`src/sv/rle_pkg.sv`:
```
// ----------------------------------------------------------------------------
// RGB LED encoder package
// Shared command codes, register indexes, widths, reset values and the
// helpers that pick the high and low time of one bit.
// ----------------------------------------------------------------------------
package rle_pkg;

    // Command codes carried by the cmd field.
    localparam logic [1:0] CMD_PIXEL = 2'd0;
    localparam logic [1:0] CMD_RESET = 2'd1;
    localparam logic [1:0] CMD_TICK  = 2'd2;

    // Configuration register indexes.
    localparam logic [1:0] REG_ONE_HIGH   = 2'd0;
    localparam logic [1:0] REG_ZERO_HIGH  = 2'd1;
    localparam logic [1:0] REG_BIT_PERIOD = 2'd2;
    localparam logic [1:0] REG_RESET_LOW  = 2'd3;

    // Field and register widths.
    localparam int CMD_W   = 2;
    localparam int BYTE_W  = 8;
    localparam int PIX_W   = 3 * BYTE_W;
    localparam int TIME_W  = 16;
    localparam int COUNT_W = 20;
    localparam int CFG_W   = COUNT_W;
    localparam int IDX_W   = 2;

    // Bits sent per pixel: default and largest supported value.
    localparam int BITS_PER_PIXEL_DEF = 24;
    localparam int BITS_PER_PIXEL_MAX = 32;

    // Register values after reset.
    localparam logic [TIME_W-1:0]  ONE_HIGH_RST   = 16'd42;
    localparam logic [TIME_W-1:0]  ZERO_HIGH_RST  = 16'd20;
    localparam logic [TIME_W-1:0]  BIT_PERIOD_RST = 16'd62;
    localparam logic [COUNT_W-1:0] RESET_LOW_RST  = 20'd2500;

    // High time of a bit; a zero setting counts as one.
    function automatic logic [TIME_W-1:0] high_time(
        input logic              bit_val,
        input logic [TIME_W-1:0] one_high,
        input logic [TIME_W-1:0] zero_high
    );
        logic [TIME_W-1:0] h;
        h = bit_val ? one_high : zero_high;
        return (h == '0) ? TIME_W'(1) : h;
    endfunction

    // Low time of a bit: the period minus the high time, at least one.
    function automatic logic [TIME_W-1:0] low_time(
        input logic [TIME_W-1:0] period,
        input logic [TIME_W-1:0] high
    );
        return (period > high) ? (period - high) : TIME_W'(1);
    endfunction

endpackage

```
`src/sv/rgb_led_single_wire_encoder.sv`:
```
// ----------------------------------------------------------------------------
// RGB LED single-wire encoder
// Turns pixel and chain-reset commands into the pulse waveform of a
// single-wire LED chain, with each tick item advancing the waveform by one step.
// ----------------------------------------------------------------------------
//
//  Channel | Signals                                   | Direction
//  --------+-------------------------------------------+----------
//  input   | in_valid, in_stall, cmd, red, green, blue | into block
//  result  | out_valid, out_stall, pin_level, busy_res,| out of block
//          | accepted                                  |
//  config  | cfg_write, cfg_index, cfg_data            | into block
//
//  For every item, the waveform state and the result register are both
//  updated at the edge that accepts the item. The result is registered
//  and appears in the cycle after its item is accepted.
//  in_stall is high only while a result is held by out_stall, so items
//  flow at one per cycle whenever the result side keeps up.
//  Reset clears the waveform state and loads the default timings.
// ----------------------------------------------------------------------------
module rgb_led_single_wire_encoder #(
    parameter int BITS_PER_PIXEL = rle_pkg::BITS_PER_PIXEL_DEF
) (
    input  logic                       clk,
    input  logic                       rst_n,
    // Configuration port
    input  logic                       cfg_write,
    input  logic [rle_pkg::IDX_W-1:0]  cfg_index,
    input  logic [rle_pkg::CFG_W-1:0]  cfg_data,
    // Input channel
    input  logic                       in_valid,
    output logic                       in_stall,
    input  logic [rle_pkg::CMD_W-1:0]  cmd,
    input  logic [rle_pkg::BYTE_W-1:0] red,
    input  logic [rle_pkg::BYTE_W-1:0] green,
    input  logic [rle_pkg::BYTE_W-1:0] blue,
    // Result channel
    output logic                       out_valid,
    input  logic                       out_stall,
    output logic                       pin_level,
    output logic                       busy_res,
    output logic                       accepted
);

    localparam int BPP    = BITS_PER_PIXEL;
    localparam int BLW    = $clog2(BPP + 1);
    localparam int WIDE_W = rle_pkg::PIX_W + rle_pkg::BITS_PER_PIXEL_MAX;
    localparam int TW     = rle_pkg::TIME_W;
    localparam int CW     = rle_pkg::COUNT_W;

    // Configuration registers.
    logic [TW-1:0] one_high_reg;
    logic [TW-1:0] zero_high_reg;
    logic [TW-1:0] period_reg;
    logic [CW-1:0] reset_low_reg;

    // Waveform state.
    logic [BPP-1:0] shift_reg,  shift_next;
    logic [BLW-1:0] bits_reg,   bits_next;
    logic           high_reg,   high_next;
    logic [CW-1:0]  count_reg,  count_next;
    logic           rsend_reg,  rsend_next;

    // Result register.
    logic out_valid_reg;
    logic pin_reg, pin_next;
    logic busy_reg;
    logic acc_reg, acc_next;

    logic            take;
    logic            busy_now;
    logic            pin_now;
    logic            busy_after;
    logic            pin_after;
    logic [WIDE_W-1:0] pix_wide;
    logic [BPP-1:0]  load_word;
    logic [BPP-1:0]  shifted;
    logic [CW-1:0]   count_dec;
    logic [TW-1:0]   load_high;
    logic [TW-1:0]   next_high;
    logic [TW-1:0]   cur_low;

    // Handshake: hold the input only while a result waits to be taken.
    assign in_stall = out_valid_reg && out_stall;
    assign take     = in_valid && !in_stall;

    // Configuration writes.
    always_ff @(posedge clk or negedge rst_n)
    begin
        if (!rst_n)
        begin
            one_high_reg  <= rle_pkg::ONE_HIGH_RST;
            zero_high_reg <= rle_pkg::ZERO_HIGH_RST;
            period_reg    <= rle_pkg::BIT_PERIOD_RST;
            reset_low_reg <= rle_pkg::RESET_LOW_RST;
        end
        else if (cfg_write)
        begin
            case (cfg_index)
                rle_pkg::REG_ONE_HIGH:   one_high_reg  <= cfg_data[TW-1:0];
                rle_pkg::REG_ZERO_HIGH:  zero_high_reg <= cfg_data[TW-1:0];
                rle_pkg::REG_BIT_PERIOD: period_reg    <= cfg_data[TW-1:0];
                rle_pkg::REG_RESET_LOW:  reset_low_reg <= cfg_data;
                default:                 one_high_reg  <= one_high_reg;
            endcase
        end
    end

    // Current status of the waveform.
    assign busy_now = rsend_reg || (bits_reg != '0);
    assign pin_now  = !rsend_reg && (bits_reg != '0) && high_reg;

    // Pixel word in blue, red, green order, left aligned to the bit count.
    assign pix_wide  = {blue, red, green, {rle_pkg::BITS_PER_PIXEL_MAX{1'b0}}};
    assign load_word = pix_wide[WIDE_W-1 -: BPP];
    assign shifted   = {shift_reg[BPP-2:0], 1'b0};
    assign count_dec = (count_reg == '0) ? '0 : (count_reg - CW'(1));

    // Phase lengths for a load, the next bit and the current low phase.
    assign load_high = rle_pkg::high_time(load_word[BPP-1], one_high_reg, zero_high_reg);
    assign next_high = rle_pkg::high_time(shifted[BPP-1], one_high_reg, zero_high_reg);
    assign cur_low   = rle_pkg::low_time(period_reg,
                           rle_pkg::high_time(shift_reg[BPP-1], one_high_reg,
                                              zero_high_reg));

    // Next waveform state and result for one item.
    always_comb
    begin
        shift_next = shift_reg;
        bits_next  = bits_reg;
        high_next  = high_reg;
        count_next = count_reg;
        rsend_next = rsend_reg;
        acc_next   = 1'b0;
        case (cmd)
            rle_pkg::CMD_PIXEL:
            begin
                if (!busy_now)
                begin
                    shift_next = load_word;
                    bits_next  = BLW'(BPP);
                    high_next  = 1'b1;
                    count_next = {{(CW - TW){1'b0}}, load_high};
                    acc_next   = 1'b1;
                end
            end
            rle_pkg::CMD_RESET:
            begin
                if (!busy_now)
                begin
                    rsend_next = 1'b1;
                    high_next  = 1'b0;
                    count_next = (reset_low_reg == '0) ? CW'(1) : reset_low_reg;
                    acc_next   = 1'b1;
                end
            end
            rle_pkg::CMD_TICK:
            begin
                if (rsend_reg)
                begin
                    count_next = count_dec;
                    if (count_dec == '0)
                    begin
                        rsend_next = 1'b0;
                    end
                end
                else if (bits_reg != '0)
                begin
                    count_next = count_dec;
                    if (count_dec == '0)
                    begin
                        if (high_reg)
                        begin
                            high_next  = 1'b0;
                            count_next = {{(CW - TW){1'b0}}, cur_low};
                        end
                        else
                        begin
                            shift_next = shifted;
                            bits_next  = bits_reg - BLW'(1);
                            if (bits_reg != BLW'(1))
                            begin
                                high_next  = 1'b1;
                                count_next = {{(CW - TW){1'b0}}, next_high};
                            end
                        end
                    end
                end
            end
            default:
            begin
                acc_next = 1'b0;
            end
        endcase
    end

    // Status after the item; a tick reports the level it drove.
    assign busy_after = rsend_next || (bits_next != '0);
    assign pin_after  = !rsend_next && (bits_next != '0) && high_next;
    assign pin_next   = (cmd == rle_pkg::CMD_TICK) ? pin_now : pin_after;

    // Waveform state registers.
    always_ff @(posedge clk or negedge rst_n)
    begin
        if (!rst_n)
        begin
            shift_reg <= '0;
            bits_reg  <= '0;
            high_reg  <= 1'b0;
            count_reg <= '0;
            rsend_reg <= 1'b0;
        end
        else if (take)
        begin
            shift_reg <= shift_next;
            bits_reg  <= bits_next;
            high_reg  <= high_next;
            count_reg <= count_next;
            rsend_reg <= rsend_next;
        end
    end

    // Result valid flag.
    always_ff @(posedge clk or negedge rst_n)
    begin
        if (!rst_n)
        begin
            out_valid_reg <= 1'b0;
        end
        else if (take)
        begin
            out_valid_reg <= 1'b1;
        end
        else if (!out_stall)
        begin
            out_valid_reg <= 1'b0;
        end
    end

    // Result payload.
    always_ff @(posedge clk)
    begin
        if (take)
        begin
            pin_reg  <= pin_next;
            busy_reg <= busy_after;
            acc_reg  <= acc_next;
        end
    end

    assign out_valid = out_valid_reg;
    assign pin_level = pin_reg;
    assign busy_res  = busy_reg;
    assign accepted  = acc_reg;

endmodule

```
`config.mk`:
```
export PLATFORM = sky130hd
export DESIGN_NAME = rgb_led_single_wire_encoder
export DESIGN_NICKNAME = d
export VERILOG_FILES = /design/src/sv/rle_pkg.sv /design/src/sv/rgb_led_single_wire_encoder.sv
export SDC_FILE = /design/constraint.sdc
export NUM_CORES = 1
export LEC_CHECK = 0
export ABC_AREA = 0
export BUFFER_PORTS_ARGS = -buffer_cell sky130_fd_sc_hd__buf_2
export CAP_MARGIN = 20
export CORE_AREA = 2 2 166 168
export CTS_BUF_LIST = sky130_fd_sc_hd__clkbuf_4 sky130_fd_sc_hd__clkbuf_8
export DETAILED_ROUTE_END_ITERATION = 10
export DIE_AREA = 0 0 168 170
export SKIP_CTS_REPAIR_TIMING = 1
export SLEW_MARGIN = 20
export SYNTH_ARGS = -nofsm -noshare
export SYNTH_HDL_FRONTEND = slang
export SYNTH_SLANG_ARGS = --single-unit
```
`constraint.sdc`:
```
create_clock -name clk -period 14.6 [get_ports clk]
set_clock_uncertainty 0.05 [all_clocks]
set_input_delay 1.46 -clock clk [delete_from_list [all_inputs] [get_ports clk]]
set_output_delay 1.46 -clock clk [all_outputs]
set_load 0.1 [all_outputs]
```
==> impl_metrics.tcl, run 1 <==
set metrics [dict create \
    setup_viol 0 \
    ff2ff_path_depth 18 \
    start_kind "register" \
    async_reset_ff_share_pct 97.56 \
    drt_iter0_drc 497 \
    first_global_vias 6442 \
    wl_um 22780 \
    track_usage_pct 16.20 \
    yosysWarningCount 0 \
    antenna_left 0 \
    leakagePower_nw 3.502 \
    power.density_nw_per_um2 155.7 \
    core_area_um2 26650 \
    yosysSeqAreaShare_pct 39.33 \
    required_ns 14.88 \
    pin_count 58 \
    dp.cells 1176 \
    clock_tree.htree_level_count 4 \
    final_layout_size_suffix_gt1_share_pct 22.38 \
    critPathSlowestCell "dfrtp_1" \
    finalCritPeriodShare_pct 36.13 \
    path_buf_inv 2 \
    first_pass_iters 6 \
    postSynthCellCount 819 \
    regToRegStartpoint "shift_reg[23]$_DFFE_PN0P_" \
    critical_path_class "reg -> reg" \
    numCtsBuffers 17 \
    critical_path_depth 18 \
    dp_hpwl_um 16630 \
    grt_overflow 0 \
    netlist_area_um2 7911 \
    cts_buffer_depth 2 \
    place.gp.congestion 0.9022 \
    ys.flop_type "dfrtp_1" \
    post_dp_cell_area_um2 8488 \
    synth.area.mux_share_pct 17.82 \
    ys_ff_latch 123 \
    holdCritPathClass "reg -> reg" \
    critPathMaxFanout 17 \
    design_area_um2 8954 \
    synth_compound_area_share_pct 16.97 \
    antenna_found_initial 2 \
    grt_pass1_wl_um 36140 \
    row_count 60 \
    critical-path-max-stage-delay_ns 0.92 \
    slew_violations 0 \
    root_buffer "clkbuf_8" \
    synth_xor_area_share_pct 2.878 \
    postSynthAreaPerCell_um2 9.660 \
    via_per_inst 5.488 \
    final_nets 931 \
    worst_pin_slew_ns 1.011 \
    holdWs_ns 0.4301 \
    die_area_um2 28560 \
    critPathTopFamily "compound AO/OA/AOI/OAI gates" \
    r2r_slack_ns 9.32 \
    cts_tree "done" \
    die_w_um 168 \
    status "finished clean" \
    yosys.area_share.simple_pct 15.56 \
    synth_nets 896 \
    seqCellArea_um2 3112 \
    cp_common_cell "a21oi_1" \
    crit_arrival_ns 5.55 \
    max_cap_viol_count 0 \
    io_buffers 57 \
    fmax_ghz 0.1896 \
    startpoint "shift_reg[23]$_DFFE_PN0P_" \
    r2r-end "count_reg[9]$_DFFE_PN0P_" \
    fillers 2699 \
    multiInputGateArea_um2 4532 \
    grt_max_degree 73 \
    synth_top_family_by_area "multiplexers" \
    largest_reg_flops 24 \
    routedWlPerCell_um 18.83 \
    stdcell_count 1210 \
    finalCriticalPeriod_ns 5.275 \
    critical_path.endpoint_type "register" \
    synth_fa_ha_area_share_pct 3.891 \
    finalHoldViolCount 0 \
    clkTransAtPathRegs_ns 0.07 \
    yosysUniqueCellTypes 62 \
    ir_worst_vdd_mv 0.06120 \
    drc 0 \
    route.vias.total 6641 \
    die_y_um 170 \
    worstSetupEndpoint "count_reg[9]$_DFFE_PN0P_" \
    synth_edf_count 3 \
    setup_tns_ns 0 \
    areaGrowthSynthToFinish_pct 13.17 \
    rsz0062_at_grt "false" \
    clock_latency_ns 0.45 \
    start_util_pct 29.69 \
    max_slew_margin_pct 30.84 \
    path_cells "mux2i_1, nand4_1, or4_1, nand2_1, ha_1, inv_1, fa_1, a21oi_1, o21ai_0, a21o_1, a211o_1, a31oi_1, a21oi_1, buf_4, and2_1, a2111oi_0, nor2_1, a22o_1" \
    clock_sinks 123 \
]
## cells in the final DEF (no fill, tap or decap), types with 4 or more instances in the layout
| cell | count |
|---|---|
| a2111oi_0 | 16 |
| a211oi_1 | 13 |
| a21o_1 | 4 |
| a21oi_1 | 44 |
| a221oi_1 | 6 |
| a22o_1 | 4 |
| a22oi_1 | 7 |
| a31oi_1 | 9 |
| and2_1 | 5 |
| buf_2 | 56 |
| buf_4 | 8 |
| bufinv_16 | 4 |
| clkbuf_8 | 20 |
| dfrtp_1 | 105 |
| dfstp_2 | 15 |
| ha_1 | 22 |
| inv_1 | 22 |
| mux2_2 | 71 |
| mux2i_1 | 61 |
| nand2_1 | 71 |
| nand3_1 | 16 |
| nand4_1 | 10 |
| nand4b_1 | 4 |
| nor2_1 | 46 |
| nor2b_1 | 21 |
| nor3_1 | 16 |
| nor4_1 | 17 |
| o211ai_1 | 7 |
| o21ai_0 | 61 |
| o21bai_1 | 4 |
| o41ai_1 | 4 |
| or3_1 | 8 |
| or4_1 | 4 |
| xnor2_1 | 16 |
| xor2_1 | 10 |
## kinds of logic after synthesis
group | after synthesis
AOI/OAI and AO/OA | 206
adders and majority gates | 24
buffers and inverters | 70
and+or+nand+nor | 238
xor gates and xnor gates | 26
DFF | 123
muxes | 132
## synth_stat cells (all sizes together) (4+ instances only)
cell	n	area, µm²
nor3	17	85.08
a221oi	6	52.55
dfstp	15	394.1
nand2	71	266.5
ha	23	287.8
nor4	19	148.9
mux2	71	799.5
a21oi	44	220.2
xor2	10	87.58
and2	5	31.28
buf	5	36.28
a2111oi	16	140.1
nand3	18	100.1
a22oi	7	52.55
o21bai	4	30.03
o41ai	4	35.03
a31oi	9	56.30
xnor2	16	140.1
nand4	10	62.56
dfrtp	105	2628
nor2	46	172.7
or3	8	50.05
inv	22	82.58
a22o	4	35.03
a211oi	13	97.59
o21ai	62	310.3
mux2i	61	610.6
or4	4	30.03
clkbuf	43	161.4
a21o	4	30.03
nand4b	4	35.03
o211ai	7	52.55
nor2b	21	131.4
## worst min path at each step
stage / start / end / slack (ns) / cells after the start
6_report: shift_reg[18]$_DFFE_PN0P_ / shift_reg[18]$_DFFE_PN0P_ / 0.43 / 2
3_3_place_gp: shift_reg[4]$_DFFE_PN0P_ / shift_reg[4]$_DFFE_PN0P_ / 0.41 / 2
3_5_place_dp: shift_reg[5]$_DFFE_PN0P_ / shift_reg[5]$_DFFE_PN0P_ / 0.42 / 2
2_1_floorplan: shift_reg[0]$_DFFE_PN0P_ / shift_reg[0]$_DFFE_PN0P_ / 0.40 / 2
5_1_grt: shift_reg[13]$_DFFE_PN0P_ / shift_reg[13]$_DFFE_PN0P_ / 0.46 / 2
4_1_cts: shift_reg[18]$_DFFE_PN0P_ / shift_reg[18]$_DFFE_PN0P_ / 0.44 / 2
## layer usage
metal  up-vias  track usage, %  wire length (µm)
met5         -               0                 0
met4         0           5.709               476
met3        43           3.093              1007
met2       200           26.82             10830
met1      3279           21.19             10460
li1       3119               -                 -
## per-stage QoR
step / util [%] / total power [mW] / setup WS, ns
2_1_floorplan: - / 0.8883 / 9.750
3_3_place_gp: 31.85 / 1.038 / 9.500
3_5_place_dp: 31.85 / 1.039 / 9.411
4_1_cts: 33.56 / 1.390 / 9.375
5_1_grt: 33.59 / 1.480 / 8.949
6_report: 33.60 / 1.394 / 9.325
## report_power, final
part / internal [mW] / leakage (nW) / total [mW] / switching, mW
clock network: 0.204 / 0.222 / 0.346 / 0.142
registers: 0.427 / 1.48 / 0.554 / 0.127
logic: 0.218 / 1.80 / 0.494 / 0.276
total: 0.849 / 3.50 / 1.39 / 0.546
## worst min-delay path: stages (launching register included)
cell and delay (ns):
dfrtp_1 0.34, nand2_1 0.04, o21ai_0 0.06
## layout make-up
cell class / instances / share of cell area [%]
antenna: 2 / 0.05590
clock buffer: 22 / 3.242
clock inverter: 10 / 1.845
inverter: 22 / 0.9223
multi-input combinational: 626 / 50.61
sequential: 123 / 34.75
tap: 341 / 4.765
timing repair buffer: 64 / 3.801
Power figures use the tool's default switching activity.
==> inputs of run 2 (changes only) <==
==> constraint.sdc (replaced) <==
create_clock -name clk -period 4.2 [get_ports clk]
set_clock_uncertainty 0.05 [all_clocks]
set_input_delay 0.42 -clock clk [delete_from_list [all_inputs] [get_ports clk]]
set_output_delay 0.42 -clock clk [all_outputs]
set_load 0.1 [all_outputs]
==> impl_metrics.tcl, run 2 (synthesis results as in run 1) <==
set metrics [dict create \
    die_area_um2 28560 \
    max_cap_viol_count 0 \
    final_layout_size_suffix_gt1_share_pct 30.96 \
    place.gp.congestion 0.8964 \
    ir_worst_vdd_mv 0.3315 \
    clock_tree.htree_level_count 4 \
    pin_count 58 \
    die_w_um 168 \
    critical_path.endpoint_type "register" \
    die_y_um 170 \
    io_buffers 57 \
    route.vias.total 6837 \
    areaGrowthSynthToFinish_pct 23.94 \
    leakagePower_nw 3.898 \
    final_nets 991 \
    fillers 2619 \
    status "finished clean" \
    fmax_ghz 0.2392 \
    setup_viol 0 \
    track_usage_pct 17.04 \
    worst_pin_slew_ns 1.012 \
    critical_path_class "reg -> reg" \
    final_cell_mix "dfrtp_1, mux2_2, nand2_1, buf_4, o21ai_0" \
    slew_violations 0 \
    post-route-util_pct 36.79 \
    holdCritPathClass "in -> async" \
    finalHoldViolCount 0 \
    grt_pass1_wl_um 38030 \
    via_per_inst 5.392 \
    start_kind "register" \
    start_util_pct 29.69 \
    setup_tns_ns 0 \
    clkTransAtPathRegs_ns 0.09 \
    grt_overflow 0 \
    drt_iter0_drc 640 \
    clock_sinks 123 \
    power.density_nw_per_um2 558.9 \
    cts_buffer_depth 2 \
    n_antenna_cell 0 \
    antenna_found_initial 0 \
    finalCritPeriodShare_pct 99.53 \
    max_slew_margin_pct 32.35 \
    dp_hpwl_um 17570 \
    core_area_um2 26650 \
    crit_arrival_ns 4.49 \
    grt_max_degree 63 \
    cts_tree "done" \
    first_global_vias 6792 \
    first_pass_iters 5 \
    clock_latency_ns 0.46 \
    antenna_left 0 \
    critPathMaxFanout 8 \
    wl_um 24060 \
    finalCriticalPeriod_ns 4.180 \
    final_common_cell "dfrtp_1" \
    row_count 60 \
    largest_reg_flops 24 \
    required_ns 4.51 \
    rsz0062_at_grt "true" \
    numCtsBuffers 17 \
    root_buffer "clkbuf_8" \
    drc 0 \
    routedWlPerCell_um 18.97 \
]
-- run 2: changes by cell type in the layout (fill, tap and decap cells not counted), moves of 4 or more --
cell	before	now
mux2i_2	0	4
mux2i_4	0	11
buf_4	8	63
mux2i_1	61	46
-- run 2: metrics by stage --
step | total power [mW] | setup WS, ns | area, µm² | instances | hold WS (ns)
after global placement | 3.809 | 0.05936 | 8909 | 1226 | 0.4101
after CTS | 5.230 | -0.05684 | 9430 | 1258 | 0.03262
after floorplan | 3.119 | 0.01166 | 7956 | 819 | 0.07441
after detailed placement | 3.827 | -0.02249 | 8909 | 1226 | 0.4131
final | 5.481 | 0.01970 | 9806 | 1268 | 0.009232
after global routing | 5.790 | -0.1450 | 9806 | 1268 | 0.05711
-- run 2: layout make-up --
| type | count | area, µm² | area share (%) |
|---|---|---|---|
| multi-input cells | 626 | 4807 | 49.02 |
| flip-flops and latches | 123 | 3113 | 31.75 |
| repair buffers | 124 | 854.6 | 8.715 |
| well taps | 341 | 426.7 | 4.351 |
| clock buffers | 19 | 261.5 | 2.667 |
| clock inverters | 13 | 260.3 | 2.654 |
| inverters | 22 | 82.58 | 0.8422 |
-- run 2: power breakdown --
part / total, mW / internal [mW] / switching [mW]
Combinational: 2.21 / 1.04 / 1.17
Sequential: 1.89 / 1.48 / 0.401
Clock: 1.39 / 0.864 / 0.524
-- run 2: per-layer routing --
layer / share of wire (%) / track usage [%] / vias up
met1: 45 / 22.51 / 3350
met3: 5.0 / 2.930 / 45
met4: 2.1 / 5.180 / 0
met5: 0 / 0 / -
met2: 48 / 28.58 / 194
li1: - / - / 3248
-- run 2: worst paths after layout --
check / from / to / slack, ns / depth (start not counted)
hold / removal: rst_n / period_reg[0]$_DFFE_PN0P_ / 0.009 / 1
hold reg to reg: shift_reg[0]$_DFFE_PN0P_ / shift_reg[0]$_DFFE_PN0P_ / 0.43 / 2
setup reg to reg: shift_reg[23]$_DFFE_PN0P_ / count_reg[0]$_DFFE_PN0P_ / 0.02 / 18
setup / recovery: shift_reg[23]$_DFFE_PN0P_ / count_reg[0]$_DFFE_PN0P_ / 0.02 / 18
max in group asynchronous: rst_n / reset_low_reg[11]$_DFFE_PN1P_ / 3.22 / 2
min in group clk: in_valid / out_valid$_DFFE_PN0P_ / 0.12 / 2
-- run 2: worst max-delay path: stages (launching register included) --
cell and delay [ns]:
dfrtp_2 0.45, clkbuf_16 0.21, mux2i_4 0.26, nand3_2 0.10, or4_1 0.53, nand2_1 0.09, ha_2 0.16, inv_2 0.04
fa_2 0.37, a21oi_2 0.16, o21ai_1 0.07, a21o_1 0.17, a211o_1 0.30, a31oi_4 0.19, a21oi_4 0.09, and2_4 0.20
a32oi_2 0.18, o211ai_1 0.14, a221oi_2 0.29
==> inputs of run 3 (changes only) <==
--- a/config.mk
+++ b/config.mk
@@ -7,9 +7,7 @@
 export LEC_CHECK = 0
 export ABC_AREA = 0
 export BUFFER_PORTS_ARGS = -buffer_cell sky130_fd_sc_hd__buf_2
-export CAP_MARGIN = 20
 export CORE_AREA = 2 2 166 168
-export CTS_BUF_LIST = sky130_fd_sc_hd__clkbuf_4 sky130_fd_sc_hd__clkbuf_8
 export DETAILED_ROUTE_END_ITERATION = 10
 export DIE_AREA = 0 0 168 170
 export SKIP_CTS_REPAIR_TIMING = 1
==> impl_metrics.tcl, run 3 (synthesis results as in run 1) <==
set metrics [dict create \
    max_slew_margin_pct 32.55 \
    via_per_inst 5.386 \
    fillers 2595 \
    cts_tree "done" \
    leakagePower_nw 3.981 \
    power.density_nw_per_um2 585.7 \
    finalHoldViolCount 0 \
    cts_buffer_depth 2 \
    dp_hpwl_um 17570 \
    place.gp.congestion 0.8964 \
    critical_path_class "reg -> reg" \
    status "finished clean" \
    critical_path.endpoint_type "register" \
    ff2ff_path_depth 18 \
    holdWs_ns 0.04432 \
    numCtsBuffers 17 \
    largest_reg_flops 24 \
    drt_iter0_drc 766 \
    critPathTopFamily "compound AO/OA/AOI/OAI gates" \
    grt_max_degree 63 \
    final_common_cell "dfrtp_1" \
    rsz0062_at_grt "true" \
    final_layout_size_suffix_gt1_share_pct 30.96 \
    route.vias.total 6829 \
    io_buffers 57 \
    critPathSlowestCell "or4_1" \
    row_count 60 \
    n_antenna_cell 0 \
    wl_um 24140 \
    pin_count 58 \
    antenna_left 0 \
    path_cells "clkbuf_16, mux2i_4, nand3_2, or4_1, nand2_1, ha_2, inv_2, fa_2, a21oi_2, o21ai_1, a21o_1, a211o_1, a31oi_4, a21oi_2, and2_4, a32oi_2, o211ai_1, a221oi_2" \
    max_cap_viol_count 0 \
    routedWlPerCell_um 19.03 \
    worst_pin_slew_ns 1.009 \
    track_usage_pct 17.17 \
    drc 0 \
    first_global_vias 6806 \
    antenna_found_initial 0 \
    root_buffer "clkbuf_16" \
    setup_viol 0 \
    clock_sinks 123 \
    cp_common_cell "a21oi_2" \
    final_cell_mix "dfrtp_1, mux2_2, nand2_1, buf_4, o21ai_0" \
    required_ns 4.48 \
    ir_worst_vdd_mv 0.3472 \
    setup_tns_ns 0 \
    grt_overflow 0 \
    clock_tree.htree_level_count 4 \
    first_pass_iters 5 \
    critPathMaxFanout 8 \
    path_buf_inv 2 \
    finalCriticalPeriod_ns 4.123 \
    clock_latency_ns 0.43 \
    fmax_ghz 0.2426 \
    holdCritPathClass "in -> async" \
    die_w_um 168 \
    start_util_pct 29.69 \
    clkTransAtPathRegs_ns 0.06 \
    areaGrowthSynthToFinish_pct 26.16 \
    die_y_um 170 \
    finalCritPeriodShare_pct 98.16 \
    grt_pass1_wl_um 38360 \
    core_area_um2 26650 \
    slew_violations 0 \
    critical-path-max-stage-delay_ns 0.53 \
    p_total_mw 5.846 \
    final_nets 991 \
    die_area_um2 28560 \
    crit_arrival_ns 4.40 \
    start_kind "register" \
    critical_path_depth 18 \
]
[run 3: cell types whose count changed in the layout (fill, tap and decap cells not counted)]
cell,change
o21ai_2,-1
a21oi_4,-1
clkbuf_8,-17
bufinv_16,-1
buf_4,+1
a21oi_1,-1
buf_6,-1
a21oi_2,+2
clkbuf_16,+18
o21ai_1,+1
[run 3: area by class of cell]
type	count	area (µm²)	area share, %
well taps	341	426.7	4.275
multi-input cells	626	4800	48.09
inverters	22	82.58	0.8274
repair buffers	124	850.8	8.525
flip-flops and latches	123	3113	31.19
clock buffers	20	478.0	4.789
clock inverters	12	230.2	2.307
[run 3: final timing paths]
kind | start | to | slack, ns
min in group clk | in_valid | out_valid$_DFFE_PN0P_ | 0.15
worst min register to register | shift_reg[0]$_DFFE_PN0P_ | shift_reg[0]$_DFFE_PN0P_ | 0.43
worst max register to register | shift_reg[23]$_DFFE_PN0P_ | count_reg[0]$_DFFE_PN0P_ | 0.08
worst min-delay path | rst_n | period_reg[0]$_DFFE_PN0P_ | 0.04
max in group asynchronous | rst_n | reset_low_reg[11]$_DFFE_PN1P_ | 3.20
worst max-delay path | shift_reg[23]$_DFFE_PN0P_ | count_reg[0]$_DFFE_PN0P_ | 0.08
[run 3: worst register-to-register path: cells and delay by family (launching register included)]
kind	cells	cell delay [ns]
fa+ha+maj	2	0.54
buf+inv	2	0.26
mux	1	0.24
flops	1	0.44
compound gates	9	1.59
simple gates	4	0.92
[run 3: where the power goes]
group / switching [mW] / total (mW) / internal [mW]
Combinational: 1.16 / 2.19 / 1.03
Sequential: 0.401 / 1.89 / 1.49
Clock: 0.580 / 1.77 / 1.19
Total: 2.14 / 5.85 / 3.70
[run 3: metal layers]
| layer | track usage [%] | wire length [µm] |
|---|---|---|
| met1 | 22.76 | 11210 |
| met2 | 28.78 | 11620 |
| met3 | 2.651 | 856 |
| met4 | 5.520 | 453 |
| met5 | 0 | 0 |
[run 3: stage by stage]
step	cell area (µm²)	std cells	utilization [%]	setup WS [ns]
floorplan	7956	819	-	0.01166
finish	9981	1268	37.45	0.07724
CTS	9617	1258	36.08	-0.06384
detailed placement	8909	1226	33.43	-0.02249
global placement	8909	1226	33.43	0.05936
global route	9981	1268	37.45	-0.07835
